==> src/rtl/core/fcfs_pkg.sv <==
// Shared constants and types for the feedback comb filter with running statistics.
// Used by the controller, the datapath and the top level; no dependencies.
package fcfs_pkg;

  // Sample and register widths
  localparam int SAMPLE_W  = 16;
  localparam int GAIN_W    = 16;
  localparam int DELAY_W   = 5;
  localparam int OP_W      = 2;
  localparam int SUM_W     = 48;
  localparam int COUNT_W   = 32;
  localparam int PROD_W    = 32;
  localparam int CFG_IDX_W = 1;
  localparam int CFG_W     = 16;

  // Delay line depth (power of two, pointer wraps naturally)
  localparam int MAX_DELAY = 16;
  localparam int PTR_W     = $clog2(MAX_DELAY);

  // Divider: one quotient bit per cycle over the whole sum magnitude
  localparam int DIV_STEPS = SUM_W;
  localparam int DIV_CNT_W = $clog2(DIV_STEPS);

  // Operation codes
  localparam logic [OP_W-1:0] OP_FILTER = 2'd0;
  localparam logic [OP_W-1:0] OP_AVG    = 2'd1;
  localparam logic [OP_W-1:0] OP_MAX    = 2'd2;

  // Configuration register indexes
  localparam logic [CFG_IDX_W-1:0] CFG_GAIN  = 1'd0;
  localparam logic [CFG_IDX_W-1:0] CFG_DELAY = 1'd1;

  // Controller to datapath commands
  typedef struct packed {
    logic load;      // capture request, preload divider
    logic mul;       // read delay tap and register the product
    logic div_step;  // one restoring-division step
    logic finish;    // produce result and update statistics
  } fcfs_cmd_t;

  // Datapath to controller status
  typedef struct packed {
    logic count_zero;
  } fcfs_sts_t;

endpackage

==> src/rtl/core/fcfs_ctrl.sv <==
// Controller for the comb filter block: request sequencing, divider step count,
// output valid. Depends on fcfs_pkg.
module fcfs_ctrl (
  input  logic                     clk,
  input  logic                     rst,
  input  logic                     in_valid,
  output logic                     in_ready,
  input  logic [fcfs_pkg::OP_W-1:0] operation,
  output logic                     out_valid,
  input  logic                     out_ready,
  output fcfs_pkg::fcfs_cmd_t      cmd,
  input  fcfs_pkg::fcfs_sts_t      sts
);
  import fcfs_pkg::*;

  localparam logic [1:0] S_IDLE = 2'd0;
  localparam logic [1:0] S_MUL  = 2'd1;
  localparam logic [1:0] S_DIV  = 2'd2;
  localparam logic [1:0] S_DONE = 2'd3;

  logic [1:0]           state;
  logic [1:0]           state_next;
  logic [DIV_CNT_W-1:0] div_cnt;
  logic                 accept;
  logic                 div_last;
  logic                 fin_ok;

  assign in_ready = (state == S_IDLE);
  assign accept   = in_valid && in_ready;
  assign div_last = (div_cnt == DIV_CNT_W'(DIV_STEPS - 1));
  // result register is free or being emptied this cycle
  assign fin_ok   = (state == S_DONE) && (!out_valid || out_ready);

  assign cmd.load     = accept;
  assign cmd.mul      = (state == S_MUL);
  assign cmd.div_step = (state == S_DIV);
  assign cmd.finish   = fin_ok;

  // next state
  always_comb begin
    state_next = state;
    unique case (state)
      S_IDLE: begin
        if (accept) begin
          case (operation)
            OP_FILTER: state_next = S_MUL;
            OP_AVG:    state_next = sts.count_zero ? S_DONE : S_DIV;
            default:   state_next = S_DONE;
          endcase
        end
      end
      S_MUL:  state_next = S_DONE;
      S_DIV:  if (div_last) state_next = S_DONE;
      S_DONE: if (fin_ok) state_next = S_IDLE;
      default: state_next = S_IDLE;
    endcase
  end

  always_ff @(posedge clk) begin
    if (rst) begin
      state     <= S_IDLE;
      div_cnt   <= '0;
      out_valid <= 1'b0;
    end else begin
      state <= state_next;
      // divider step counter
      if (state == S_DIV) begin
        div_cnt <= div_last ? '0 : div_cnt + 1'b1;
      end
      // output register valid
      if (fin_ok) begin
        out_valid <= 1'b1;
      end else if (out_ready) begin
        out_valid <= 1'b0;
      end
    end
  end

endmodule

==> src/rtl/core/fcfs_dp.sv <==
// Datapath for the comb filter block: config registers, delay line, multiplier,
// statistics, serial divider and result register. Depends on fcfs_pkg.
module fcfs_dp (
  input  logic                               clk,
  input  logic                               rst,
  input  logic                               cfg_we,
  input  logic [fcfs_pkg::CFG_IDX_W-1:0]     cfg_index,
  input  logic [fcfs_pkg::CFG_W-1:0]         cfg_data,
  input  logic [fcfs_pkg::OP_W-1:0]          operation,
  input  logic signed [fcfs_pkg::SAMPLE_W-1:0] sample,
  input  fcfs_pkg::fcfs_cmd_t                cmd,
  output fcfs_pkg::fcfs_sts_t                sts,
  output logic signed [fcfs_pkg::SAMPLE_W-1:0] value,
  output logic                               empty_res
);
  import fcfs_pkg::*;

  // configuration
  logic signed [GAIN_W-1:0] gain;
  logic [DELAY_W-1:0]       delay_len;

  // request capture
  logic [OP_W-1:0]            op_q;
  logic signed [SAMPLE_W-1:0] x_q;

  // delay line with per-entry valid bits (empty entries read as zero)
  logic signed [SAMPLE_W-1:0] line [MAX_DELAY];
  logic [MAX_DELAY-1:0]       line_vld;
  logic [PTR_W-1:0]           wp;

  // statistics
  logic signed [SUM_W-1:0]    run_sum;
  logic [COUNT_W-1:0]         run_cnt;
  logic signed [SAMPLE_W-1:0] run_max;

  // multiplier and divider
  logic signed [PROD_W-1:0]   prod;
  logic [SUM_W-1:0]           dvd;
  logic [COUNT_W-1:0]         rem;
  logic                       neg;

  logic [DELAY_W-1:0]         d_eff;
  logic [PTR_W-1:0]           rd_idx;
  logic signed [PROD_W-1:0]   q_round;
  logic signed [SAMPLE_W+1:0] y_wide;
  logic signed [SAMPLE_W-1:0] y_sat;
  logic [COUNT_W:0]           rem_sh;
  logic                       q_bit;
  logic [SAMPLE_W-1:0]        quot;
  logic [SUM_W-1:0]           sum_mag;

  assign sts.count_zero = (run_cnt == '0);

  // effective delay clamped to 1..MAX_DELAY, tap index behind write pointer
  always_comb begin
    d_eff = delay_len;
    if (delay_len == '0) begin
      d_eff = DELAY_W'(1);
    end else if (delay_len > DELAY_W'(MAX_DELAY)) begin
      d_eff = DELAY_W'(MAX_DELAY);
    end
    rd_idx = wp - d_eff[PTR_W-1:0];
  end

  // round Q2.30 product half up to Q.15, add input, saturate
  always_comb begin
    q_round = (prod + PROD_W'(32'sd16384)) >>> 15;
    y_wide  = (SAMPLE_W+2)'(q_round) + (SAMPLE_W+2)'(x_q);
    if (y_wide > (SAMPLE_W+2)'(32767)) begin
      y_sat = 16'sh7FFF;
    end else if (y_wide < -(SAMPLE_W+2)'(32768)) begin
      y_sat = 16'sh8000;
    end else begin
      y_sat = y_wide[SAMPLE_W-1:0];
    end
  end

  // divider step: shift in next dividend bit, subtract when it fits
  always_comb begin
    rem_sh = {rem, dvd[SUM_W-1]};
    q_bit  = (rem_sh >= {1'b0, run_cnt});
    quot   = dvd[SAMPLE_W-1:0];
    sum_mag = run_sum[SUM_W-1] ? SUM_W'(-run_sum) : SUM_W'(run_sum);
  end

  // control-side registers
  always_ff @(posedge clk) begin
    if (rst) begin
      gain      <= '0;
      delay_len <= DELAY_W'(2);
      line_vld  <= '0;
      wp        <= '0;
      run_sum   <= '0;
      run_cnt   <= '0;
      run_max   <= '0;
    end else begin
      if (cfg_we) begin
        unique case (cfg_index)
          CFG_GAIN:  gain      <= cfg_data[GAIN_W-1:0];
          CFG_DELAY: delay_len <= cfg_data[DELAY_W-1:0];
          default: ;
        endcase
      end
      if (cmd.finish) begin
        case (op_q)
          OP_FILTER: begin
            line_vld[wp] <= 1'b1;
            wp           <= wp + 1'b1;
            if (run_cnt != '1) begin
              run_sum <= run_sum + SUM_W'(y_sat);
              run_cnt <= run_cnt + 1'b1;
            end
            if (y_sat > run_max) run_max <= y_sat;
          end
          OP_AVG: begin
            run_sum <= '0;
            run_cnt <= '0;
          end
          OP_MAX: run_max <= '0;
          default: ;
        endcase
      end
    end
  end

  // payload registers
  always_ff @(posedge clk) begin
    if (cmd.load) begin
      op_q <= operation;
      x_q  <= sample;
      dvd  <= sum_mag;
      rem  <= '0;
      neg  <= run_sum[SUM_W-1];
    end
    // delay tap read and product
    if (cmd.mul) begin
      prod <= PROD_W'(gain) *
              (line_vld[rd_idx] ? PROD_W'(line[rd_idx]) : PROD_W'(0));
    end
    if (cmd.div_step) begin
      rem <= q_bit ? COUNT_W'(rem_sh - {1'b0, run_cnt}) : rem_sh[COUNT_W-1:0];
      dvd <= {dvd[SUM_W-2:0], q_bit};
    end
    if (cmd.finish) begin
      empty_res <= (op_q == OP_AVG) && (run_cnt == '0);
      case (op_q)
        OP_FILTER: begin
          line[wp] <= y_sat;
          value    <= y_sat;
        end
        OP_AVG: begin
          if (run_cnt == '0) begin
            value <= '0;
          end else begin
            value <= neg ? SAMPLE_W'(-quot) : quot;
          end
        end
        OP_MAX:  value <= run_max;
        default: value <= '0;
      endcase
    end
  end

endmodule

==> src/rtl/core/feedback_comb_filter_stats.sv <==
// Top level of the feedback comb filter with running statistics.
// Depends on fcfs_pkg, fcfs_ctrl and fcfs_dp.
//
//   channel   signals                          direction  handshake
//   in        operation, sample                in         in_valid / in_ready
//   out       value, empty_res                 out        out_valid / out_ready
//   cfg       cfg_index, cfg_data              in         cfg_we (no wait)
//
// One request at a time. Filter request: accept, multiply, finish. Average
// request: accept, the 48-step bit-serial divider, then finish when samples are
// counted; accept and finish when the count is zero. Max request and unused
// codes: accept and finish. Reset is synchronous; the delay line reads as zero
// until written. A new request is taken while a result waits; it stalls only in
// its finish step until the result register is free.
module feedback_comb_filter_stats (
  input  logic                                 clk,
  input  logic                                 rst,
  input  logic                                 cfg_we,
  input  logic [fcfs_pkg::CFG_IDX_W-1:0]       cfg_index,
  input  logic [fcfs_pkg::CFG_W-1:0]           cfg_data,
  input  logic                                 in_valid,
  output logic                                 in_ready,
  input  logic [fcfs_pkg::OP_W-1:0]            operation,
  input  logic signed [fcfs_pkg::SAMPLE_W-1:0] sample,
  output logic                                 out_valid,
  input  logic                                 out_ready,
  output logic signed [fcfs_pkg::SAMPLE_W-1:0] value,
  output logic                                 empty_res
);
  import fcfs_pkg::*;

  fcfs_cmd_t cmd;
  fcfs_sts_t sts;

  // sequencing
  fcfs_ctrl u_ctrl (
    .clk       (clk),
    .rst       (rst),
    .in_valid  (in_valid),
    .in_ready  (in_ready),
    .operation (operation),
    .out_valid (out_valid),
    .out_ready (out_ready),
    .cmd       (cmd),
    .sts       (sts)
  );

  // arithmetic and state
  fcfs_dp u_dp (
    .clk       (clk),
    .rst       (rst),
    .cfg_we    (cfg_we),
    .cfg_index (cfg_index),
    .cfg_data  (cfg_data),
    .operation (operation),
    .sample    (sample),
    .cmd       (cmd),
    .sts       (sts),
    .value     (value),
    .empty_res (empty_res)
  );

endmodule

==> config.mk <==
export PLATFORM = sky130hd
export DESIGN_NAME = feedback_comb_filter_stats
export DESIGN_NICKNAME = d
export VERILOG_FILES = /design/src/rtl/core/fcfs_pkg.sv /design/src/rtl/core/fcfs_ctrl.sv /design/src/rtl/core/fcfs_dp.sv /design/src/rtl/core/feedback_comb_filter_stats.sv
export SDC_FILE = /design/constraint.sdc
export NUM_CORES = 2
export LEC_CHECK = 0
export BUFFER_PORTS_ARGS = -buffer_cell sky130_fd_sc_hd__buf_2
export CORE_MARGIN = 3
export CORE_UTILIZATION = 42
export CTS_CLUSTER_SIZE = 12
export DETAILED_ROUTE_END_ITERATION = 10
export SYNTH_ARGS = -nofsm -noshare
export SYNTH_HDL_FRONTEND = slang
export SYNTH_SLANG_ARGS = --single-unit
==> constraint.sdc <==
create_clock -name clk -period 11 [get_ports clk]
set_input_delay 2.2 -clock clk [delete_from_list [all_inputs] [get_ports clk]]
set_output_delay 2.2 -clock clk [all_outputs]
set_load 0.005 [all_outputs]
After elaboration in Yosys (flattened, before gate mapping)
Memories as Yosys holds them, arrays and structs flattened.
Cells that the tools add are included.
{ "op_classes": {"addsub": 10, "n_mul": 1, "magnitude_cmp": 8, "eq_ne": 13, "n_mux": 36, "bitwise_logic": 2, "reduce_logical": 21} }
{ "op_table": {"columns": ["cell", "n"], "rows": [
  ["$mux W48", 4],
  ["$mux W32", 5],
  ["$pmux W48 S2", 1],
  ["$mux W16", 5],
  ["$pmux W32 S2", 1],
  ["$add A48 B16 Y48", 1],
  ["$neg A48 Y48", 1],
  ["$pmux W16 S3", 1],
  ["$ge A33 B32 Y1", 1],
  ["$add A32 B1 Y32 const B", 1],
  ["$add A32 B16 Y32 const B", 1],
  ["$logic_not A32 Y1", 1],
  ["$mul A16 B32 Y32", 1],
  ["$ne A32 B32 Y1 const B", 1],
  ["$pmux W16 S2", 1],
  ["$sub A32 B32 Y32", 1],
  ["$add A17 B16 Y18", 1],
  ["$gt A18 B16 Y1 const B", 1],
  ["$lt A18 B16 Y1 const B", 1],
  ["$gt A16 B16 Y1", 1],
  ["$neg A16 Y16", 1],
  ["$or A16 B16 Y16", 1],
  ["$lt A4 B5 Y1 const B", 2],
  ["$reduce_and A3 Y1", 3],
  ["26 further kinds", 53]
]} }
{ "word_totals": {"register_bits": 294, "ramBits": 256, "out_inout_bits": 19, "wordCells": 110, "memories": 1} }
{ "mem_list": {"columns": ["name", "words", "word_bits", "read_ports", "rd_ports_with_merged_regs", "write_ports", "line", "source"], "rows": [
  ["u_dp.line", 16, 16, 1, 0, 1, "fcfs_dp.sv:27", "logic signed [SAMPLE_W-1:0] line [MAX_DELAY];"]
]} }

Logic depth before layout (Yosys ltp)
{ "depth": {"ltp_word": 8, "mapped_depth": 38, "depth_no_buf": 35} }

Cells and area by module
Synthesis repeated with hierarchy kept, for this count alone.
{ "hier_totals": {"hier_cells": 3488, "hier_area_um2": 37304.5} }
{ "modules_own_cells": {"columns": ["mod", "n_inst", "cells_per_inst", "area_per_inst_um2", "seq_area_each_um2"], "rows": [
  ["fcfs_dp", 1, 3419, 36711.5, 14453.9],
  ["fcfs_ctrl", 1, 69, 593.1, 180.2]
]} }

Least setup slack after synthesis
OpenSTA, ideal clock, no wires.
{ "synth_path": {"path_kind": "flip-flop to flip-flop", "start": "reg u_dp.delay_len[1]", "end": "reg u_dp.prod[27] (data pin)", "setup_ps": 258, "t_arrival_ps": 9608, "required_time_ps": 10742, "setup_slack_ps": 1134, "stages_incl_launch_ff": 34, "n_path_buf": 5, "period_less_slack_ps": 9866, "path_cell_list": "dfxtp_1 -> nor3_1 -> nor2_1 -> nor2_1 -> ha_1 -> clkbuf_1 -> buf_1 -> clkbuf_1 -> buf_1 -> mux4_2 -> mux2i_1 -> a211oi_1 -> clkbuf_1 -> nand2_1 -> fa_1 -> fa_1 -> inv_1 -> fa_1 -> fa_1 -> fa_1 -> inv_1 -> fa_1 -> inv_1 -> ha_1 -> a21oi_1 -> o21ai_0 -> a2111oi_0 -> nor3_1 -> nor4_1 -> o21ai_0 -> a21oi_1 -> o21ai_0 -> a21oi_1 -> xnor2_1"} }
{ "synth_via": {"elab_chain_len": 8} }
{ "synth_rtl": {"columns": ["item", "line", "source"], "rows": [
  ["start: declaration", "fcfs_dp.sv:20", "logic [DELAY_W-1:0] delay_len;"],
  ["start signal: assignment", "fcfs_dp.sv:100", "CFG_DELAY: delay_len <= cfg_data[DELAY_W-1:0];"],
  ["$gt A5 B5 Y1", "fcfs_dp.sv:59", "end else if (delay_len > DELAY_W'(MAX_DELAY)) begin"],
  ["$mux W4", "fcfs_dp.sv:59", null],
  ["$mux W4 *", "fcfs_dp.sv:57", "if (delay_len == '0) begin"],
  ["$sub A4 B4 Y4 *", "fcfs_dp.sv:62", "rd_idx = wp - d_eff[PTR_W-1:0];"],
  ["$bmux W1 S4", "fcfs_dp.sv:138", "(line_vld[rd_idx] ? PROD_W'(line[rd_idx]) : PROD_W'(0));"],
  ["$mux W1 (not written as such)", "fcfs_dp.sv:138", null],
  ["$mux W32 *", "fcfs_dp.sv:138", null],
  ["$mul A16 B32 Y32 *", "fcfs_dp.sv:137", "prod <= PROD_W'(gain) *"],
  ["end signal: assignment", "fcfs_dp.sv:137", null],
  ["end: declaration", "fcfs_dp.sv:37", "logic signed [PROD_W-1:0] prod;"]
]} }
Mark *: on every way between the ends. The rest lies on a longest branch, timed or not. The select of a mux whose other input is x is not followed.
A chain may end at the register's enable or synchronous reset.

Worst setup path after layout
Ends and elaborated chain as after synthesis.

==> run_results.csv <==
group,metric,value,unit
synth,yosysTopAreaCellShare,31.2,%
pwr,leakage,17.1,nW
critical_path,path_class,"reg -> reg",
detailed_routing,via_count,26100,
synth,ys.flop_type,"edfxtp_1",
critical_path,critical-path-max-stage-delay,1.07,ns
synth,yosys_warnings,0,
clocking,clock_sinks,536,
timing,finalMaxSlewViolations,0,
critical_path,crit_arrival,10.55,ns
timing,setup_ws,0.836,ns
timing,setup_violations,0,
synth,synth_area,37500,sq um
floorplan,row_count,109,
synth,yosys_register_bits,536,
pwr,total_power,9.16,mW
detailed_routing,wirelength,94500,um
placement,place_ws,0.583,ns
detailed_routing,drtIter0Drc,1695,
clocking,cts_hold_buffers,0,
global_route,grtUsageTotal,20.4,%
cells_and_area,fin_nets,4120,
timing,max_freq,0.0984,GHz
worst_hold_path,hp-class,"reg -> reg",
synth,synth_enable_flop_cells,390,
pwr,p_per_area,220,nW/um^2
critical_path,timing.critical_path.fanout_max,16,
floorplan,dieHeight,305,um
critical_path,critPathCaptureType,"register",
floorplan,die-area,93000,sq um
outcome,outcome,"completed",
synth,synth_area_leader_cell,"edfxtp_1",
floorplan,initial_core_util,42.4,%
timing,fin_crit,10.16,ns
synth,avgSynthCellArea,10.6,sq um
synth,synth_cells,3550,
run,cap_violations,0,
global_route,antenna_found_initial,2,
critical_path,r2r_slack,0.84,ns
clocking,clk_pin_slew,0.06,ns
timing,slew_headroom,18.9,%
floorplan,die_w,305,um
clocking,cts_root_buf,"clkbuf_16",
clocking,cts_tree,"yes",
placement,numPortBuffers,58,
clocking,htreeDepth,2,
critical_path,worst_ep_required_time,11.39,ns
floorplan,pin_count,59,
pwr,ir_drop,0.158,mV
synth,async_flop_share,0,%
detailed_routing,drtPass1Iterations,5,
detailed_routing,wire_per_inst,19.6,um
timing,finalSetupTns,0,ns
synth,ys_top_cells_by_area,"edfxtp_1 31%, fa_1 14%, dfxtp_1 7.8%",
cells_and_area,syn_to_final_growth,10.7,%
clocking,clk-insertion-delay-late,0.65,ns
critical_path,critPathMostFrequentCell,"fa_1",
timing,worst_pin_slew,1.21,ns
cells_and_area,fillers,8140,
detailed_routing,detail-route-antenna-nets,0,
timing,hold_viol,0,
clocking,clock_path_buffers,3,
global_route,grt_pass1_wl,151000,um
global_route,first_global_vias,26400,
clocking,cts_buffers,58,
placement,dpl.hpwl,68300,um
global_route,gr-total-overflow,0,
critical_path,worst_setup_path_start_kind,"register",
detailed_routing,viasPerCell,5.41,
cells_and_area,drive_gt1_share,9.73,%
synth,ys_seq_area_share,39.0,%
timing,fin_skew,0.0463,ns
synth,synth_fp_nets,4063,
synth,synthDistinctLibCells,70,
timing,rsz0062_at_grt,"no",
floorplan,core,88500,sq um
global_route,grt_max_degree,60,
timing,period_share,92.4,%
detailed_routing,post-route-drc-count,0,
placement,place.gp.congestion,0.897,
critical_path,crit_slowest_cell,"fa_4",
registers in the layout, summed over array words and instances (netlist names):
register / cells
u_dp.gain: 16
u_ctrl.state: 2
u_dp.op_q: 2
u_dp.neg: 1
u_dp.line_vld: 16
u_dp.prod: 18
u_dp.run_max: 16
u_dp.x_q: 16
u_dp.run_cnt: 32
u_dp.delay_len: 5
u_dp.line: 256
u_dp.rem: 32
u_dp.wp: 4
u_ctrl.div_cnt: 6
u_dp.empty_res: 1
u_dp.value: 16
u_ctrl.out_valid: 1
u_dp.dvd: 48
u_dp.run_sum: 48
cell type report:
| cell class | instances | area, sq um | share of cell area (%) |
|---|---|---|---|
| Multi-Input combinational cell | 2451 | 21000 | 50.6 |
| Sequential cell | 536 | 14600 | 35.2 |
| Clock buffer | 94 | 1710 | 4.11 |
| Inverter | 421 | 1580 | 3.80 |
| Tap cell | 1165 | 1460 | 3.51 |
| Timing Repair Buffer | 139 | 921 | 2.22 |
| Clock inverter | 16 | 238 | 0.572 |
| Antenna cell | 1 | 2.50 | 0.00602 |
Yosys cell counts (5+ instances only):
| cell | n |
|---|---|
| nand3_1 | 47 |
| buf_1 | 17 |
| nand2b_1 | 33 |
| a211oi_1 | 52 |
| o21ai_1 | 5 |
| clkbuf_1 | 123 |
| a21oi_1 | 148 |
| o21ai_0 | 177 |
| mux2i_1 | 43 |
| o211ai_1 | 8 |
| and4_1 | 5 |
| a21boi_0 | 5 |
| a221oi_1 | 12 |
| or4_1 | 13 |
| o21bai_1 | 13 |
| mux4_2 | 68 |
| a31oi_1 | 18 |
| nor2_1 | 238 |
| nand2_1 | 324 |
| a22oi_1 | 19 |
| nor2b_1 | 40 |
| nor4_1 | 13 |
| a21o_1 | 63 |
| or3_1 | 16 |
| ha_1 | 208 |
| nor3_1 | 39 |
| dfxtp_1 | 146 |
| and3_1 | 28 |
| or2_2 | 7 |
| o31ai_1 | 22 |
| xnor2_1 | 131 |
| o41ai_1 | 10 |
| a2111oi_0 | 7 |
| a221o_1 | 19 |
| inv_1 | 421 |
| fa_1 | 265 |
| edfxtp_1 | 390 |
| a31o_2 | 5 |
| and2_1 | 149 |
| o221ai_1 | 5 |
| o21a_1 | 16 |
| o22ai_1 | 6 |
| xor2_1 | 89 |
| nand4_1 | 33 |
timing repair:
item                       in CTS  in global routing
gates resized for setup         0                  3
setup endpoints to repair       0                  4
setup buffers                   0                  1
logic make-up (layout without fill, tap and decap cells):
logic type,Yosys count,count (layout),share of synthesized area (%)
buffers and inverters,563,670,5.63
AO/OA/AOI/OAI,638,638,10.9
adder cells (fa/ha/maj),473,473,21.1
AND/OR/NAND/NOR,1005,1005,13.0
multiplexers,115,115,5.34
XOR/XNOR,220,220,5.13
other,0,1,0
flip-flops,536,536,39.0
per-layer routing:
layer	track usage (%)	part of all wire [%]	vias to the layer above
met3	2.75	4.9	112
li1	-	-	12400
met1	28.1	45	13000
met2	34.6	48	528
met5	0	0	-
met4	4.41	2.1	0
where the power goes:
group,switching (mW),internal [mW]
Combinational,2.62,1.46
Clock,0.850,1.14
Sequential,0.172,2.92
worst max-delay path: cells and delay by family (launching register included):
family,cells,cell delay [ns]
compound gates,11,2.93
xor+xnor,1,0.14
fa+ha+maj,9,4.50
buf+inv,7,0.71
flops,1,0.33
mux,2,0.40
simple gates,6,0.88
path summary, 6_finish.rpt:
path                        to  depth (start not counted)              start
max              u_dp.prod[27]                         36  u_dp.delay_len[1]
min          u_dp.delay_len[3]                          2  u_dp.delay_len[3]
max reg2reg      u_dp.prod[27]                         36  u_dp.delay_len[1]
min reg2reg  u_dp.delay_len[3]                          2  u_dp.delay_len[3]
per-stage QoR:
step	cell area [sq um]	hold WS, ns	std cells	utilization (%)
4_1_cts	41500	0.467	4821	46.9
3_5_place_dp	39600	0.457	4711	44.7
6_report	41600	0.473	4823	46.9
5_1_grt	41500	0.493	4822	46.9
2_1_floorplan	37500	0.435	3550	-
3_3_place_gp	39600	0.447	4711	44.7
layout by cell type (no fill, tap or decap), types with 13 or more instances in the layout:
| cell | synthesis | final |
|---|---|---|
| a211oi_1 | 52 | 37 |
| a211oi_2 | 0 | 14 |
| a21o_1 | 63 | 63 |
| a21oi_1 | 148 | 148 |
| a221o_1 | 19 | 19 |
| a22oi_1 | 19 | 19 |
| a31oi_1 | 18 | 18 |
| and2_1 | 149 | 149 |
| and3_1 | 28 | 28 |
| buf_2 | 2 | 57 |
| buf_4 | 0 | 80 |
| clkbuf_1 | 123 | 26 |
| clkbuf_16 | 0 | 60 |
| dfxtp_1 | 146 | 145 |
| edfxtp_1 | 390 | 390 |
| fa_1 | 265 | 264 |
| ha_1 | 208 | 206 |
| inv_1 | 421 | 420 |
| mux2i_1 | 43 | 43 |
| mux4_2 | 68 | 68 |
| nand2_1 | 324 | 324 |
| nand2b_1 | 33 | 33 |
| nand3_1 | 47 | 47 |
| nand4_1 | 33 | 33 |
| nor2_1 | 238 | 230 |
| nor2b_1 | 40 | 39 |
| nor3_1 | 39 | 35 |
| nor4_1 | 13 | 13 |
| o21a_1 | 16 | 16 |
| o21ai_0 | 177 | 162 |
| o21ai_1 | 5 | 17 |
| o31ai_1 | 22 | 22 |
| or3_1 | 16 | 16 |
| or4_1 | 13 | 13 |
| xnor2_1 | 131 | 130 |
| xor2_1 | 89 | 89 |
No activity file was read; power rests on OpenSTA's default activity.
